<file path="config.mk">
export PLATFORM = sky130hd
export DESIGN_NAME = kway_position_merge_chunker
export DESIGN_NICKNAME = d
export VERILOG_FILES = /design/src/kpmc_pkg.sv /design/src/kpmc_datapath.sv /design/src/kpmc_controller.sv /design/src/kway_position_merge_chunker.sv
export SDC_FILE = /design/constraint.sdc
export NUM_CORES = 1
export LEC_CHECK = 0
export BUFFER_PORTS_ARGS = -buffer_cell sky130_fd_sc_hd__buf_2
export CAP_MARGIN = 0
export CORE_UTILIZATION = 35
export DETAILED_ROUTE_END_ITERATION = 10
export GPL_TIMING_DRIVEN = 1
export SLEW_MARGIN = 5
export SYNTH_ARGS = -nofsm -noshare
export SYNTH_HDL_FRONTEND = slang
export SYNTH_SLANG_ARGS = --single-unit
</file>
<file path="constraint.sdc">
create_clock -name clk -period 11.45 [get_ports clk]
set_clock_uncertainty 0.2 [all_clocks]
set_input_delay 1.145 -clock clk [delete_from_list [all_inputs] [get_ports clk]]
set_output_delay 1.145 -clock clk [all_outputs]
set_load 0.02 [all_outputs]
</file>
<file path="src/kpmc_pkg.sv">
// Shared types and constants for the k-way position merge chunker.
`timescale 1ns / 1ps

package kpmc_pkg;

    // Configuration register indexes
    localparam logic [3:0] CFG_CHUNK_LEN      = 4'd0;
    localparam logic [3:0] CFG_ACTIVE_SOURCES = 4'd1;

    localparam logic [15:0] CHUNK_LEN_RESET      = 16'd1024;
    localparam logic [3:0]  ACTIVE_SOURCES_RESET = 4'd8;

    // Result kinds
    localparam logic KIND_RECORD = 1'b0;
    localparam logic KIND_FLUSH  = 1'b1;

    typedef struct packed {
        logic [2:0]  source;
        logic        is_end;
        logic [30:0] ref_id;
        logic [31:0] position;
        logic [31:0] record_tag;
    } item_word_t;

    typedef struct packed {
        logic        kind;
        logic [2:0]  from_source;
        logic [30:0] out_ref_id;
        logic [31:0] out_position;
        logic [31:0] out_tag;
        logic [15:0] chunk_count;
        logic        chunk_last;
        logic [2:0]  refill_source;
    } result_word_t;

    // Commands from the controller to the datapath
    typedef struct packed {
        logic take_item;
        logic scan_step;
        logic emit_record;
        logic emit_flush;
    } ctl_cmd_t;

    // Status from the datapath to the controller
    typedef struct packed {
        logic scan_last;
        logic any_empty;
        logic have_best;
        logic count_nonzero;
        logic out_free;
    } dp_stat_t;

endpackage

</file>
<file path="src/kpmc_datapath.sv">
// Datapath of the merge chunker: head store, minimum scan, chunk counter and result register.
`timescale 1ns / 1ps

module kpmc_datapath #(
    parameter int MAX_SOURCES = 8
) (
    input  logic                  clk,
    input  logic                  rst_n,
    input  kpmc_pkg::item_word_t  item,
    output kpmc_pkg::result_word_t result,
    output logic                  result_valid,
    input  logic                  result_stall,
    input  logic                  cfg_valid,
    input  logic [3:0]            cfg_index,
    input  logic [15:0]           cfg_data,
    input  kpmc_pkg::ctl_cmd_t    cmd,
    output kpmc_pkg::dp_stat_t    stat
);
    import kpmc_pkg::*;

    localparam int SRC_W = (MAX_SOURCES > 1) ? $clog2(MAX_SOURCES) : 1;

    logic [15:0] chunk_len_reg;
    logic [3:0]  active_sources_reg;

    logic [MAX_SOURCES-1:0] head_full_reg;
    logic [MAX_SOURCES-1:0] head_ended_reg;
    logic [30:0] head_ref_reg [MAX_SOURCES];
    logic [31:0] head_pos_reg [MAX_SOURCES];
    logic [31:0] head_tag_reg [MAX_SOURCES];

    logic [15:0]      count_reg;
    logic [SRC_W-1:0] scan_idx_reg;
    logic             any_empty_reg;
    logic             have_best_reg;
    logic [SRC_W-1:0] best_idx_reg;
    logic [30:0]      best_ref_reg;
    logic [31:0]      best_pos_reg;
    logic [31:0]      best_tag_reg;

    logic         result_valid_reg;
    result_word_t result_reg;

    logic [7:0]       live_n;
    logic [SRC_W-1:0] live_last;
    logic             item_live;
    logic [SRC_W-1:0] item_idx;
    logic             entry_full;
    logic             entry_ended;
    logic             key_less;
    logic             take_best;
    logic [15:0]      count_next;
    logic             out_free;

    // Effective number of sources: zero acts as one, large values clip.
    always_comb
    begin
        if (active_sources_reg == 4'd0)
        begin
            live_n = 8'd1;
        end
        else if ({4'b0, active_sources_reg} > 8'(MAX_SOURCES))
        begin
            live_n = 8'(MAX_SOURCES);
        end
        else
        begin
            live_n = {4'b0, active_sources_reg};
        end
    end

    assign live_last  = SRC_W'(live_n - 8'd1);
    assign item_live  = ({5'b0, item.source} < live_n);
    assign item_idx   = SRC_W'(item.source);

    assign entry_full  = head_full_reg[scan_idx_reg];
    assign entry_ended = head_ended_reg[scan_idx_reg];
    assign key_less    = {head_ref_reg[scan_idx_reg], head_pos_reg[scan_idx_reg]}
                         < {best_ref_reg, best_pos_reg};
    // Strict compare over ascending indexes keeps ties with the lower source.
    assign take_best   = entry_full && (!have_best_reg || key_less);

    assign count_next = count_reg + 16'd1;
    assign out_free   = !result_valid_reg || !result_stall;

    assign stat.scan_last     = (scan_idx_reg == live_last);
    assign stat.any_empty     = any_empty_reg;
    assign stat.have_best     = have_best_reg;
    assign stat.count_nonzero = (count_reg != 16'd0);
    assign stat.out_free      = out_free;

    assign result       = result_reg;
    assign result_valid = result_valid_reg;

    always_ff @(posedge clk or negedge rst_n)
    begin
        if (!rst_n)
        begin
            chunk_len_reg      <= CHUNK_LEN_RESET;
            active_sources_reg <= ACTIVE_SOURCES_RESET;
            head_full_reg      <= '0;
            head_ended_reg     <= '0;
            count_reg          <= 16'd0;
            scan_idx_reg       <= '0;
            any_empty_reg      <= 1'b0;
            have_best_reg      <= 1'b0;
            result_valid_reg   <= 1'b0;
        end
        else
        begin
            if (cfg_valid)
            begin
                case (cfg_index)
                    CFG_CHUNK_LEN:      chunk_len_reg <= cfg_data;
                    CFG_ACTIVE_SOURCES: active_sources_reg <= cfg_data[3:0];
                    default:            ;
                endcase
            end

            if (cmd.take_item)
            begin
                scan_idx_reg  <= '0;
                any_empty_reg <= 1'b0;
                have_best_reg <= 1'b0;
                if (item_live && !head_full_reg[item_idx] && !head_ended_reg[item_idx])
                begin
                    if (item.is_end)
                    begin
                        head_ended_reg[item_idx] <= 1'b1;
                    end
                    else
                    begin
                        head_full_reg[item_idx] <= 1'b1;
                    end
                end
            end

            if (cmd.scan_step)
            begin
                scan_idx_reg <= scan_idx_reg + SRC_W'(1);
                if (!entry_full && !entry_ended)
                begin
                    any_empty_reg <= 1'b1;
                end
                if (take_best)
                begin
                    have_best_reg <= 1'b1;
                end
            end

            if (cmd.emit_record)
            begin
                head_full_reg[best_idx_reg] <= 1'b0;
                count_reg <= (count_next == chunk_len_reg) ? 16'd0 : count_next;
            end
            else if (cmd.emit_flush)
            begin
                count_reg <= 16'd0;
            end

            if (cmd.emit_record || cmd.emit_flush)
            begin
                result_valid_reg <= 1'b1;
            end
            else if (!result_stall)
            begin
                result_valid_reg <= 1'b0;
            end
        end
    end

    // Payload registers carry no reset.
    always_ff @(posedge clk)
    begin
        if (cmd.take_item && !item.is_end && item_live
            && !head_full_reg[item_idx] && !head_ended_reg[item_idx])
        begin
            head_ref_reg[item_idx] <= item.ref_id;
            head_pos_reg[item_idx] <= item.position;
            head_tag_reg[item_idx] <= item.record_tag;
        end

        if (cmd.scan_step && take_best)
        begin
            best_idx_reg <= scan_idx_reg;
            best_ref_reg <= head_ref_reg[scan_idx_reg];
            best_pos_reg <= head_pos_reg[scan_idx_reg];
            best_tag_reg <= head_tag_reg[scan_idx_reg];
        end

        if (cmd.emit_record)
        begin
            result_reg.kind          <= KIND_RECORD;
            result_reg.from_source   <= 3'(best_idx_reg);
            result_reg.out_ref_id    <= best_ref_reg;
            result_reg.out_position  <= best_pos_reg;
            result_reg.out_tag       <= best_tag_reg;
            result_reg.chunk_count   <= count_next;
            result_reg.chunk_last    <= (count_next == chunk_len_reg);
            result_reg.refill_source <= 3'(best_idx_reg);
        end
        else if (cmd.emit_flush)
        begin
            result_reg.kind          <= KIND_FLUSH;
            result_reg.from_source   <= 3'd0;
            result_reg.out_ref_id    <= 31'd0;
            result_reg.out_position  <= 32'd0;
            result_reg.out_tag       <= 32'd0;
            result_reg.chunk_count   <= count_reg;
            result_reg.chunk_last    <= 1'b1;
            result_reg.refill_source <= 3'd0;
        end
    end

endmodule

</file>
<file path="src/kpmc_controller.sv">
// Controller state machine of the merge chunker: sequences take, scan and emit.
`timescale 1ns / 1ps

module kpmc_controller (
    input  logic               clk,
    input  logic               rst_n,
    input  logic               item_valid,
    output logic               item_stall,
    input  kpmc_pkg::dp_stat_t stat,
    output kpmc_pkg::ctl_cmd_t cmd
);
    import kpmc_pkg::*;

    typedef enum logic [1:0] {
        ST_IDLE,
        ST_SCAN,
        ST_DECIDE
    } state_t;

    state_t state_reg;
    state_t state_next;
    logic   item_stall_reg;

    always_comb
    begin
        cmd        = '0;
        state_next = state_reg;
        case (state_reg)
            ST_IDLE:
            begin
                if (item_valid)
                begin
                    cmd.take_item = 1'b1;
                    state_next    = ST_SCAN;
                end
            end
            ST_SCAN:
            begin
                cmd.scan_step = 1'b1;
                if (stat.scan_last)
                begin
                    state_next = ST_DECIDE;
                end
            end
            ST_DECIDE:
            begin
                if (stat.any_empty)
                begin
                    state_next = ST_IDLE;
                end
                else if (stat.have_best)
                begin
                    if (stat.out_free)
                    begin
                        cmd.emit_record = 1'b1;
                        state_next      = ST_IDLE;
                    end
                end
                else if (stat.count_nonzero)
                begin
                    if (stat.out_free)
                    begin
                        cmd.emit_flush = 1'b1;
                        state_next     = ST_IDLE;
                    end
                end
                else
                begin
                    state_next = ST_IDLE;
                end
            end
            default:
            begin
                state_next = ST_IDLE;
            end
        endcase
    end

    always_ff @(posedge clk or negedge rst_n)
    begin
        if (!rst_n)
        begin
            state_reg      <= ST_IDLE;
            item_stall_reg <= 1'b0;
        end
        else
        begin
            state_reg      <= state_next;
            item_stall_reg <= (state_next != ST_IDLE);
        end
    end

    assign item_stall = item_stall_reg;

endmodule

</file>
<file path="src/kway_position_merge_chunker.sv">
// Top level of the k-way position merge chunker.
`timescale 1ns / 1ps

// Merges up to MAX_SOURCES sorted record streams by (reference index, position).
// Input words arrive on item/item_valid/item_stall; each one either fills the
// empty head of its source or marks that source ended. Once every active
// source holds a head or has ended, the smallest head is sent on
// result/result_valid/result_stall (ties go to the lower source number) and
// its source is named for refill. Records are counted into chunks of the
// programmed length, and the word that completes a chunk has chunk_last set.
// When all sources have ended, a flush word closes any partial chunk.
// Each input word passes a take step, a minimum scan that visits each active
// head in turn, and a decide step; item_stall holds off the next word until
// the decide step is done, and the result word leaves from a register.
// The result register parts the two sides: a waiting result does not stop
// the next word being taken, but a further result waits while result_stall
// holds the register, and item_stall stays high meanwhile.
// Reset empties every head, clears the chunk count and restores the chunk
// length to 1024 and active_sources to 8. Registers are written through the
// cfg port, always ready, by the user only while the block is idle (unenforced).
module kway_position_merge_chunker #(
    parameter int MAX_SOURCES = 8
) (
    input  logic                   clk,
    input  logic                   rst_n,
    input  kpmc_pkg::item_word_t   item,
    input  logic                   item_valid,
    output logic                   item_stall,
    output kpmc_pkg::result_word_t result,
    output logic                   result_valid,
    input  logic                   result_stall,
    input  logic                   cfg_valid,
    output logic                   cfg_ready,
    input  logic [3:0]             cfg_index,
    input  logic [15:0]            cfg_data
);
    import kpmc_pkg::*;

    ctl_cmd_t cmd;
    dp_stat_t stat;

    // Configuration writes land directly in the datapath registers, so the port never waits.
    assign cfg_ready = 1'b1;

    // The controller walks each word through take, scan and decide.
    kpmc_controller u_controller (
        .clk        (clk),
        .rst_n      (rst_n),
        .item_valid (item_valid),
        .item_stall (item_stall),
        .stat       (stat),
        .cmd        (cmd)
    );

    // The datapath keeps the heads, the running minimum and the chunk count.
    kpmc_datapath #(
        .MAX_SOURCES (MAX_SOURCES)
    ) u_datapath (
        .clk          (clk),
        .rst_n        (rst_n),
        .item         (item),
        .result       (result),
        .result_valid (result_valid),
        .result_stall (result_stall),
        .cfg_valid    (cfg_valid && cfg_ready),
        .cfg_index    (cfg_index),
        .cfg_data     (cfg_data),
        .cmd          (cmd),
        .stat         (stat)
    );

endmodule
</file>
==> results of run 1 <==
==> synth_stat cells, types with 3 or more instances <==
master / n
a2111oi_0: 3
a211oi_1: 3
a21o_1: 26
a21oi_1: 24
a22o_1: 3
a31oi_1: 7
and3_1: 47
and4_1: 5
buf_1: 9
buf_2: 32
buf_4: 5
clkbuf_1: 53
dfrtp_1: 59
edfxtp_1: 973
ha_1: 68
inv_1: 71
mux2_2: 116
mux2i_1: 5
mux4_2: 194
nand2_1: 37
nand2b_1: 11
nand3_1: 14
nand4_1: 25
nor2_1: 99
nor2b_1: 4
nor3_1: 19
nor3b_1: 3
nor4_1: 4
o21ai_0: 15
o21ai_1: 14
o21bai_1: 10
o22a_1: 3
o32a_1: 4
or2_2: 3
xnor2_1: 24
xor2_1: 18
==> worst paths after layout <==
| path | endpoint | slack, ps | cells after the start |
|---|---|---|---|
| max reg2reg | u_datapath.best_tag_reg[10]$_DFFE_PP_ | 4840 | 11 |
| min | u_datapath.result[118]$_SDFFE_PP0P_ | 250 | 2 |
| max in group asynchronous | u_datapath.scan_idx_reg[0]$_DFFE_PN0P_ | 9960 | 2 |
| min in group asynchronous | u_datapath.chunk_len_reg[12]$_DFFE_PN0P_ | 440 | 2 |
| min reg2reg | u_datapath.result[118]$_SDFFE_PP0P_ | 250 | 2 |
| max | u_datapath.best_tag_reg[10]$_DFFE_PP_ | 4840 | 11 |
==> stage by stage <==
stage / total power [mW] / cells
2_1_floorplan: 6.71 / 2045
3_3_place_gp: 7.40 / 3741
3_5_place_dp: 7.45 / 3741
4_1_cts: 10.7 / 3932
5_1_grt: 11.1 / 3936
6_report: 10.6 / 3941
==> report_power, final <==
group / internal, mW / switching, mW
Clock: 1.83 / 1.43
Combinational: 1.19 / 1.38
Sequential: 4.57 / 0.204
Total: 7.59 / 3.01
==> critical path: stages, from the launching register on <==
cell	delay [ps]
dfrtp_4	1100
buf_4	700
mux4_2	410
mux2_2	290
ha_1	310
a21oi_1	170
o21ai_0	170
a2111oi_0	560
o21ai_0	160
a211o_1	440
a31oi_4	860
buf_4	660
==> layout make-up <==
class	count	area, sq um
well taps	1512	1890
clock inverters	50	498
clock buffers	141	2790
flip-flops and latches	1035	30800
repair buffers	283	1530
inverters	71	272
fillers	10100	67700
diodes	9	22.5
multi-input cells	840	9350
==> kinds of logic after synthesis <==
logic type	count (synthesis)	synth area share
adders and majority gates	68	0.0209
DFF	1035	0.755
buffers and inverters	170	0.0171
xor gates and xnor gates	42	0.00903
and+or+nand+nor	284	0.0352
muxes	315	0.141
other	1	0.0000921
AOI/OAI and AO/OA	130	0.0216
==> routing by layer <==
| metal | track usage | up-vias | part of all wire |
|---|---|---|---|
| met3 | 0.0390 | 167 | 0.061 |
| met5 | 0 | - | 0.0019 |
| met2 | 0.265 | 474 | 0.49 |
| li1 | - | 8814 | - |
| met1 | 0.207 | 10500 | 0.42 |
| met4 | 0.0485 | 32 | 0.023 |
==> flow_metrics.tcl, run 1 <==
set metrics [dict create \
    outcome "finished clean" \
    hold_ws_ps 249 \
    cts-htree-levels 3 \
    maxCapViolCount 0 \
    antenna_found_initial 38 \
    io_pins 246 \
    r2r-start "u_datapath.scan_idx_reg[1]$_DFFE_PN0P_" \
    vias_per_cell 5.08 \
    period_minus_slack_ps 6610 \
    clk_latency_ps 700 \
    critPathLaunch "u_datapath.scan_idx_reg[1]$_DFFE_PN0P_" \
    ctsHoldBuffers 0 \
    tightest_slew_ps 1070 \
    post-route-util 0.411 \
    netlist.area_leader.share 0.717 \
    ys_warn_count 0 \
    ys_types 62 \
    hp-start "u_datapath.result[118]$_SDFFE_PP0P_" \
    num_rows 124 \
    vdd_drop_max_mv 0.174 \
    arrival_ps 6700 \
    clock.fmax_mhz 151 \
    critPathCaptureType "register" \
    path_class "reg2reg" \
    dr.pass1.iters 5 \
    layout-drive-gt1-share 0.313 \
    ys_seq_area_frac 0.755 \
    numCtsBuffers 106 \
    clkTransAtPathRegs_ps 60 \
    cts_resized 0 \
    die_area_sq_um 118000 \
    synth_seq_cells 1035 \
    pwr_density_cell_nw_per_um2 225 \
    grt_max_degree 98 \
    postCtsSetupRepairBufs 0 \
    synth_nets 2237 \
    ant_nets 0 \
    finalHoldViolations 0 \
    fp.dieH_um 343 \
    wl_per_cell_um 24.0 \
    p_leak_nw 16.0 \
    die_width_um 343 \
    io_buffers 244 \
    final_cell_mix "edfxtp_1, buf_2, mux4_2" \
    vias 20000 \
    start_kind "register" \
    fin_crit_sh 0.577 \
    dp_hpwl_mm 56.5 \
    track_usage 0.160 \
    fin_setup_tns_ps 0 \
    fin_ws_ps 4840 \
    synth-async-reset-ratio 0.0589 \
    cts_buffer_depth 3 \
    gp_congestion 0.784 \
    grt_pass1_vias 21000 \
    synth_edf_count 973 \
    yosysTopAreaCell "edfxtp_1" \
    synthCells 2045 \
    cp_data_required_time_ps 11540 \
    grt-ovfl-total 0 \
    hp-class "reg2reg" \
    drt_iter0_markers 1391 \
    syn2layout_area_growth_pct 15.7 \
    relSlewSlack 0.285 \
    stdcell_area_sq_um 47100 \
    synth_area_leaders "edfxtp_1, mux4_2, dfrtp_1" \
    drt-total-wl_mm 94.7 \
    setup_viol 0 \
    numClockSinks 1035 \
    ys.flop_type "edfxtp_1" \
    crit_fanout 62 \
    dpl_worst_slack_ps 4780 \
    place_area_sq_um 43800 \
    synth_area_sq_um 40700 \
    start_util 0.355 \
    drc 0 \
    synth.avg_cell_area_sq_um 19.9 \
    rsz0062_at_grt "false" \
    slew_violations 0 \
    coreArea_sq_um 115000 \
    cts_tree "built" \
    final_common_cell "edfxtp_1" \
    grt_pass1_wl_mm 138 \
    cts.root.buffer_cell "clkbuf_16" \
    nNetsFinal 2529 \
]
Power figures use the tool's default switching activity.
==> inputs of run 2 (changes only) <==
--- a/config.mk
+++ b/config.mk
@@ -5,6 +5,7 @@
 export SDC_FILE = /design/constraint.sdc
 export NUM_CORES = 1
 export LEC_CHECK = 0
+export ABC_AREA = 1
 export BUFFER_PORTS_ARGS = -buffer_cell sky130_fd_sc_hd__buf_2
 export CAP_MARGIN = 0
 export CORE_UTILIZATION = 35
==> constraint.sdc (replaced) <==
create_clock -name clk -period 6.8 [get_ports clk]
set_clock_uncertainty 0.2 [all_clocks]
set_input_delay 0.68 -clock clk [delete_from_list [all_inputs] [get_ports clk]]
set_output_delay 0.68 -clock clk [all_outputs]
set_load 0.02 [all_outputs]
==> flow_metrics.tcl, run 2 <==
set metrics [dict create \
    synth_area_leaders "edfxtp_1, nor2_1, o21ai_0" \
    period_minus_slack_ps 5430 \
    crit_chain "inv_8 > buf_4 > o21ai_0 > o22ai_1 > nor2_1 > a31oi_1 > ha_1 > a21oi_1 > o21ai_0 > nand3_1 > nand2_1 > nand2_1 > a21oi_1 > nor2_1 > nand2_1 > nand2_1 > nand2_1 > nand2_1 > nand2_1 > inv_4 > buf_12" \
    dpl_worst_slack_ps 1470 \
    netlist.area_leader.share 0.707 \
    ant_nets 0 \
    vias_per_cell 5.01 \
    synth_compound_area_frac 0.0908 \
    ys_warn_count 0 \
    synth_top_family_by_area "simple AND/OR/NAND/NOR gates" \
    cp_slowest_cell "dfrtp_4" \
    critPathCaptureType "register" \
    tightest_slew_ps 1010 \
    synth_common_cells "edfxtp_1, nor2_1, o21ai_0, inv_1, nand2_1" \
    min_to "u_datapath.head_tag_reg[0][6]$_DFFE_PP_" \
    drt-total-wl_mm 104 \
    fin_ws_ps 1370 \
    io_buffers 244 \
    vias 25600 \
    synth_seq_cells 1035 \
    die_width_um 346 \
    cts-htree-levels 3 \
    start_util 0.354 \
    max_stage_delay_ps 640 \
    finalHoldViolations 0 \
    fill_cells 10800 \
    cts.root.buffer_cell "clkbuf_16" \
    muxShareOfSynthArea 0.00327 \
    cp_data_required_time_ps 6930 \
    yosysMostFrequentCell "edfxtp_1" \
    nNetsFinal 3677 \
    ys_seq_area_frac 0.744 \
    fp.dieH_um 346 \
    pwr_density_cell_nw_per_um2 390 \
    yosysTopAreaCell "edfxtp_1" \
    synth_xor_xnor_area_share 0.00505 \
    synth_area_sq_um 41300 \
    setup_viol 0 \
    maxCapViolCount 0 \
    reg2reg_depth 21 \
    post-route-util 0.411 \
    slew_violations 0 \
    fin_setup_tns_ps 0 \
    arrival_ps 5560 \
    critPathLaunch "u_datapath.scan_idx_reg[0]$_DFFE_PN0P_" \
    synthCells 3246 \
    fin_crit_sh 0.798 \
    wl_per_cell_um 20.5 \
    hp-class "in2reg" \
    numCtsBuffers 107 \
    clkTransAtPathRegs_ps 60 \
    grt_pass1_wl_mm 155 \
    numClockSinks 1035 \
    dp_hpwl_mm 59.6 \
    gp_congestion 0.826 \
    clock.fmax_mhz 184 \
    p_leak_nw 17.0 \
    path_class "reg2reg" \
    track_usage 0.171 \
    relSlewSlack 0.323 \
    grt_pass1_vias 24400 \
    io_pins 246 \
    layout-drive-gt1-share 0.135 \
    final_cell_mix "edfxtp_1, nor2_1, o21ai_0" \
    syn2layout_area_growth_pct 15.9 \
    synth_fa_ha_area_frac 0.0206 \
    drc 0 \
    hp-start "item[6]" \
    grt_max_degree 167 \
    synth-async-reset-ratio 0.0589 \
    min_delay_path_depth 1 \
    regToRegSetupSlack_ps 1370 \
    coreArea_sq_um 117000 \
    synth_nets 3438 \
    synth.avg_cell_area_sq_um 12.7 \
    num_rows 125 \
    dr.pass1.iters 5 \
    die_area_sq_um 119000 \
    start_kind "register" \
    ys.flop_type "edfxtp_1" \
    clk_latency_ps 700 \
    yosys.area_share.simple 0.101 \
    r2r-start "u_datapath.scan_idx_reg[0]$_DFFE_PN0P_" \
    ys_types 47 \
    cp_common_cell "nand2_1" \
    crit_fanout 146 \
    cts_resized 0 \
    outcome "finished clean" \
    hold_ws_ps 50.5 \
    rsz0062_at_grt "false" \
    r2r-end "u_datapath.best_pos_reg[20]$_DFFE_PP_" \
    final_common_cell "edfxtp_1" \
    synth_edf_count 973 \
    cts_buffer_depth 3 \
    cts_tree "built" \
    drt_iter0_markers 2202 \
    grt-ovfl-total 0 \
    antenna_found_initial 36 \
    vdd_drop_max_mv 0.344 \
]
[run 2: changes by cell type in the layout (fill, tap and decap cells not counted), sizes merged, moves of 29 or more]
cell / change
nand2: +121
inv: +124
a21oi: +29
a31oi: +87
o21ai: +403
mux4: -194
mux2: -104
o22ai: +94
nor2: +686
and3: -47
[run 2: what timing repair did]
item                                   CTS  global route
setup buffers                            0             0
hold buffers                            23             0
endpoints found under the hold margin   93             0
[run 2: metrics by stage]
step                power (mW)  area [sq um]  cells
global placement          13.0         44200   4877
detailed placement        13.1         44200   4877
finish                    18.7         47900   5105
global route              19.7         47900   5100
floorplan                 11.4         41300   3246
CTS                       18.9         47900   5096
[run 2: cell families (layout without fill, tap and decap cells)]
| family | count (synthesis) | in the layout |
|---|---|---|
| AND/OR/NAND/NOR | 1047 | 1047 |
| flip-flops | 1035 | 1035 |
| AO/OA/AOI/OAI | 692 | 692 |
| buffers and inverters | 368 | 694 |
| adder cells (fa/ha/maj) | 68 | 68 |
| XOR/XNOR | 23 | 23 |
| multiplexers | 12 | 12 |
| other | 1 | 10 |
[run 2: power breakdown]
part	total, mW	internal, mW	switching (mW)
Combinational	5.14	1.56	3.57
Clock	5.77	3.30	2.47
Sequential	7.79	7.60	0.188
Total	18.7	12.5	6.23
[run 2: worst max-delay path by stage]
| stage | end | slack, ps |
|---|---|---|
| 6_report | u_datapath.best_pos_reg[20]$_DFFE_PP_ | 1370 |
| 2_1_floorplan | u_datapath.best_idx_reg[0]$_DFFE_PP_ | 1290 |
| 3_3_place_gp | u_datapath.best_pos_reg[28]$_DFFE_PP_ | 1460 |
| 4_1_cts | u_datapath.best_pos_reg[22]$_DFFE_PP_ | 1430 |
| 3_5_place_dp | u_datapath.best_pos_reg[5]$_DFFE_PP_ | 1470 |
| 5_1_grt | u_datapath.best_pos_reg[22]$_DFFE_PP_ | 1020 |
[run 2: worst max-delay path, delay by kind of cell, from the launching register on]
kind / cells / cell delay (ps)
adders and majority gates: 1 / 320
DFF: 1 / 640
buffers and inverters: 4 / 1940
and+or+nand+nor: 10 / 860
AOI/OAI and AO/OA: 6 / 920
[run 2: final cells by class]
type,count,area (sq um),area share
antenna,9,22.5,0.000470
timing repair buffer,305,1840,0.0383
multi-input combinational,1843,9160,0.191
tap,1524,1910,0.0398
sequential,1035,30800,0.642
inverter,193,767,0.0160
clock buffer,133,2790,0.0581
clock inverter,63,682,0.0142
[run 2: layer usage]
layer,GRT usage,part of all wire,vias to the layer above
li1,-,-,12100
met2,0.277,0.47,748
met5,0,0.0018,-
met3,0.0404,0.072,169
met1,0.229,0.43,12500
met4,0.0520,0.022,34
==> inputs of run 3 (changes only) <==
==> constraint.sdc (replaced) <==
create_clock -name clk -period 5.5 [get_ports clk]
set_clock_uncertainty 0.2 [all_clocks]
set_input_delay 0.55 -clock clk [delete_from_list [all_inputs] [get_ports clk]]
set_output_delay 0.55 -clock clk [all_outputs]
set_load 0.02 [all_outputs]
==> flow_metrics.tcl, run 3 (synthesized netlist as in run 2, its figures left out) <==
set metrics [dict create \
    final_cell_mix "edfxtp_1, nor2_1, o21ai_0" \
    start_kind "register" \
    io_pins 246 \
    tightest_slew_ps 952 \
    fin_ws_ps 881 \
    track_usage 0.173 \
    cts-htree-levels 3 \
    maxCapViolCount 0 \
    vias_per_cell 5.01 \
    cp_top_family "buffers and inverters" \
    arrival_ps 4740 \
    vdd_drop_max_mv 0.385 \
    drt_iter0_markers 1925 \
    ant_nets 0 \
    cts_buffer_depth 3 \
    grt_pass1_vias 25000 \
    dr.pass1.iters 6 \
    outcome "finished clean" \
    die_area_sq_um 119000 \
    clock.fmax_mhz 217 \
    io_buffers 244 \
    die_width_um 346 \
    hold_ws_ps 77.9 \
    antenna_found_initial 21 \
    dpl_worst_slack_ps 923 \
    clk_latency_ps 700 \
    cts_tree "built" \
    fp.dieH_um 346 \
    syn2layout_area_growth_pct 18.3 \
    cp_common_cell "nand2_1" \
    grt-ovfl-total 0 \
    cts_resized 0 \
    post-route-util 0.419 \
    slew_violations 0 \
    cp_data_required_time_ps 5620 \
    final_common_cell "edfxtp_1" \
    cp_slowest_cell "dfrtp_4" \
    path_class "reg2reg" \
    layout-drive-gt1-share 0.136 \
    dp_hpwl_mm 62.3 \
    rsz0062_at_grt "false" \
    max_stage_delay_ps 510 \
    crit_fanout 65 \
    fin_crit_sh 0.840 \
    vias 26000 \
    numCtsBuffers 101 \
    clkTransAtPathRegs_ps 70 \
    stdcell_area_sq_um 48900 \
    nNetsFinal 3778 \
    critPathCaptureType "register" \
    cts.root.buffer_cell "clkbuf_16" \
    numClockSinks 1035 \
    finalHoldViolations 0 \
    period_minus_slack_ps 4620 \
    setup_viol 0 \
    drc 0 \
    num_rows 125 \
    place_area_sq_um 44500 \
    coreArea_sq_um 117000 \
    crit_chain "inv_6 > buf_4 > o21ai_0 > o22ai_1 > nor2_1 > a31oi_1 > ha_1 > a21oi_1 > nor2_1 > a211oi_1 > nand2_1 > nand2_1 > nand2_1 > nand2_1 > nand2_1 > nand2_1 > nand2_1 > nand2_1 > nand2_1 > clkinvlp_4 > buf_12" \
    fin_setup_tns_ps 0 \
    drt-total-wl_mm 105 \
    p_leak_nw 17.4 \
    grt_pass1_wl_mm 158 \
    pwr_density_cell_nw_per_um2 471 \
    wl_per_cell_um 20.3 \
    grt_max_degree 128 \
    hp-class "in2reg" \
    relSlewSlack 0.363 \
    gp_congestion 0.856 \
    path_buf_inv 4 \
    start_util 0.354 \
]
[run 3: metrics by stage]
| step | instances | total power [mW] |
|---|---|---|
| finish | 5195 | 23.0 |
| CTS | 5193 | 23.2 |
| global route | 5193 | 24.3 |
| floorplan | 3246 | 14.1 |
| detailed placement | 4894 | 16.3 |
| global placement | 4894 | 16.2 |
[run 3: cell type report]
cell class | instances | area (sq um)
Antenna cell | 2 | 5.00
Clock buffer | 116 | 2590
Clock inverter | 70 | 707
Fill cell | 10700 | 67800
Inverter | 193 | 768
Multi-Input combinational cell | 1843 | 9160
Sequential cell | 1035 | 30800
Tap cell | 1524 | 1910
Timing Repair Buffer | 412 | 2990
[run 3: what timing repair did]
item	CTS	global route
setup buffers	0	0
hold buffers	113	0
endpoints found under the hold margin	799	0
[run 3: tightest hold or removal path: cells and delay by family]
family | cells | cell delay (ps)
AO/OA/AOI/OAI | 1 | 80
buffers and inverters | 2 | 190
AND/OR/NAND/NOR | 1 | 100
[run 3: final timing paths]
check                                                        from                                       end  slack, ps  depth (start not counted)
setup / recovery           u_datapath.scan_idx_reg[1]$_DFFE_PN0P_      u_datapath.best_tag_reg[9]$_DFFE_PP_        880                         21
hold / removal                                           item[96]  u_datapath.head_ended_reg[4]$_DFFE_PN0P_         80                          4
setup reg to reg           u_datapath.scan_idx_reg[1]$_DFFE_PN0P_      u_datapath.best_tag_reg[9]$_DFFE_PP_        880                         21
hold reg to reg               u_datapath.result[118]$_SDFFE_PP0P_       u_datapath.result[118]$_SDFFE_PP0P_        250                          2
max in group asynchronous                                   rst_n    u_datapath.scan_idx_reg[0]$_DFFE_PN0P_       3810                          3
min in group asynchronous                                   rst_n       u_datapath.count_reg[0]$_DFFE_PN0P_        240                          2
[run 3: where the power goes]
| group | switching [mW] | total [mW] | leakage (nW) | internal, mW |
|---|---|---|---|---|
| sequential | 0.211 | 9.61 | 9.53 | 9.40 |
| combinational | 4.48 | 6.54 | 6.32 | 2.05 |
| clock | 2.99 | 6.87 | 1.59 | 3.87 |
[run 3: routing by layer]
layer  share of wire  track usage
met4           0.024       0.0550
met5          0.0013            0
met1            0.44        0.234
met2            0.47        0.280
met3           0.066       0.0341
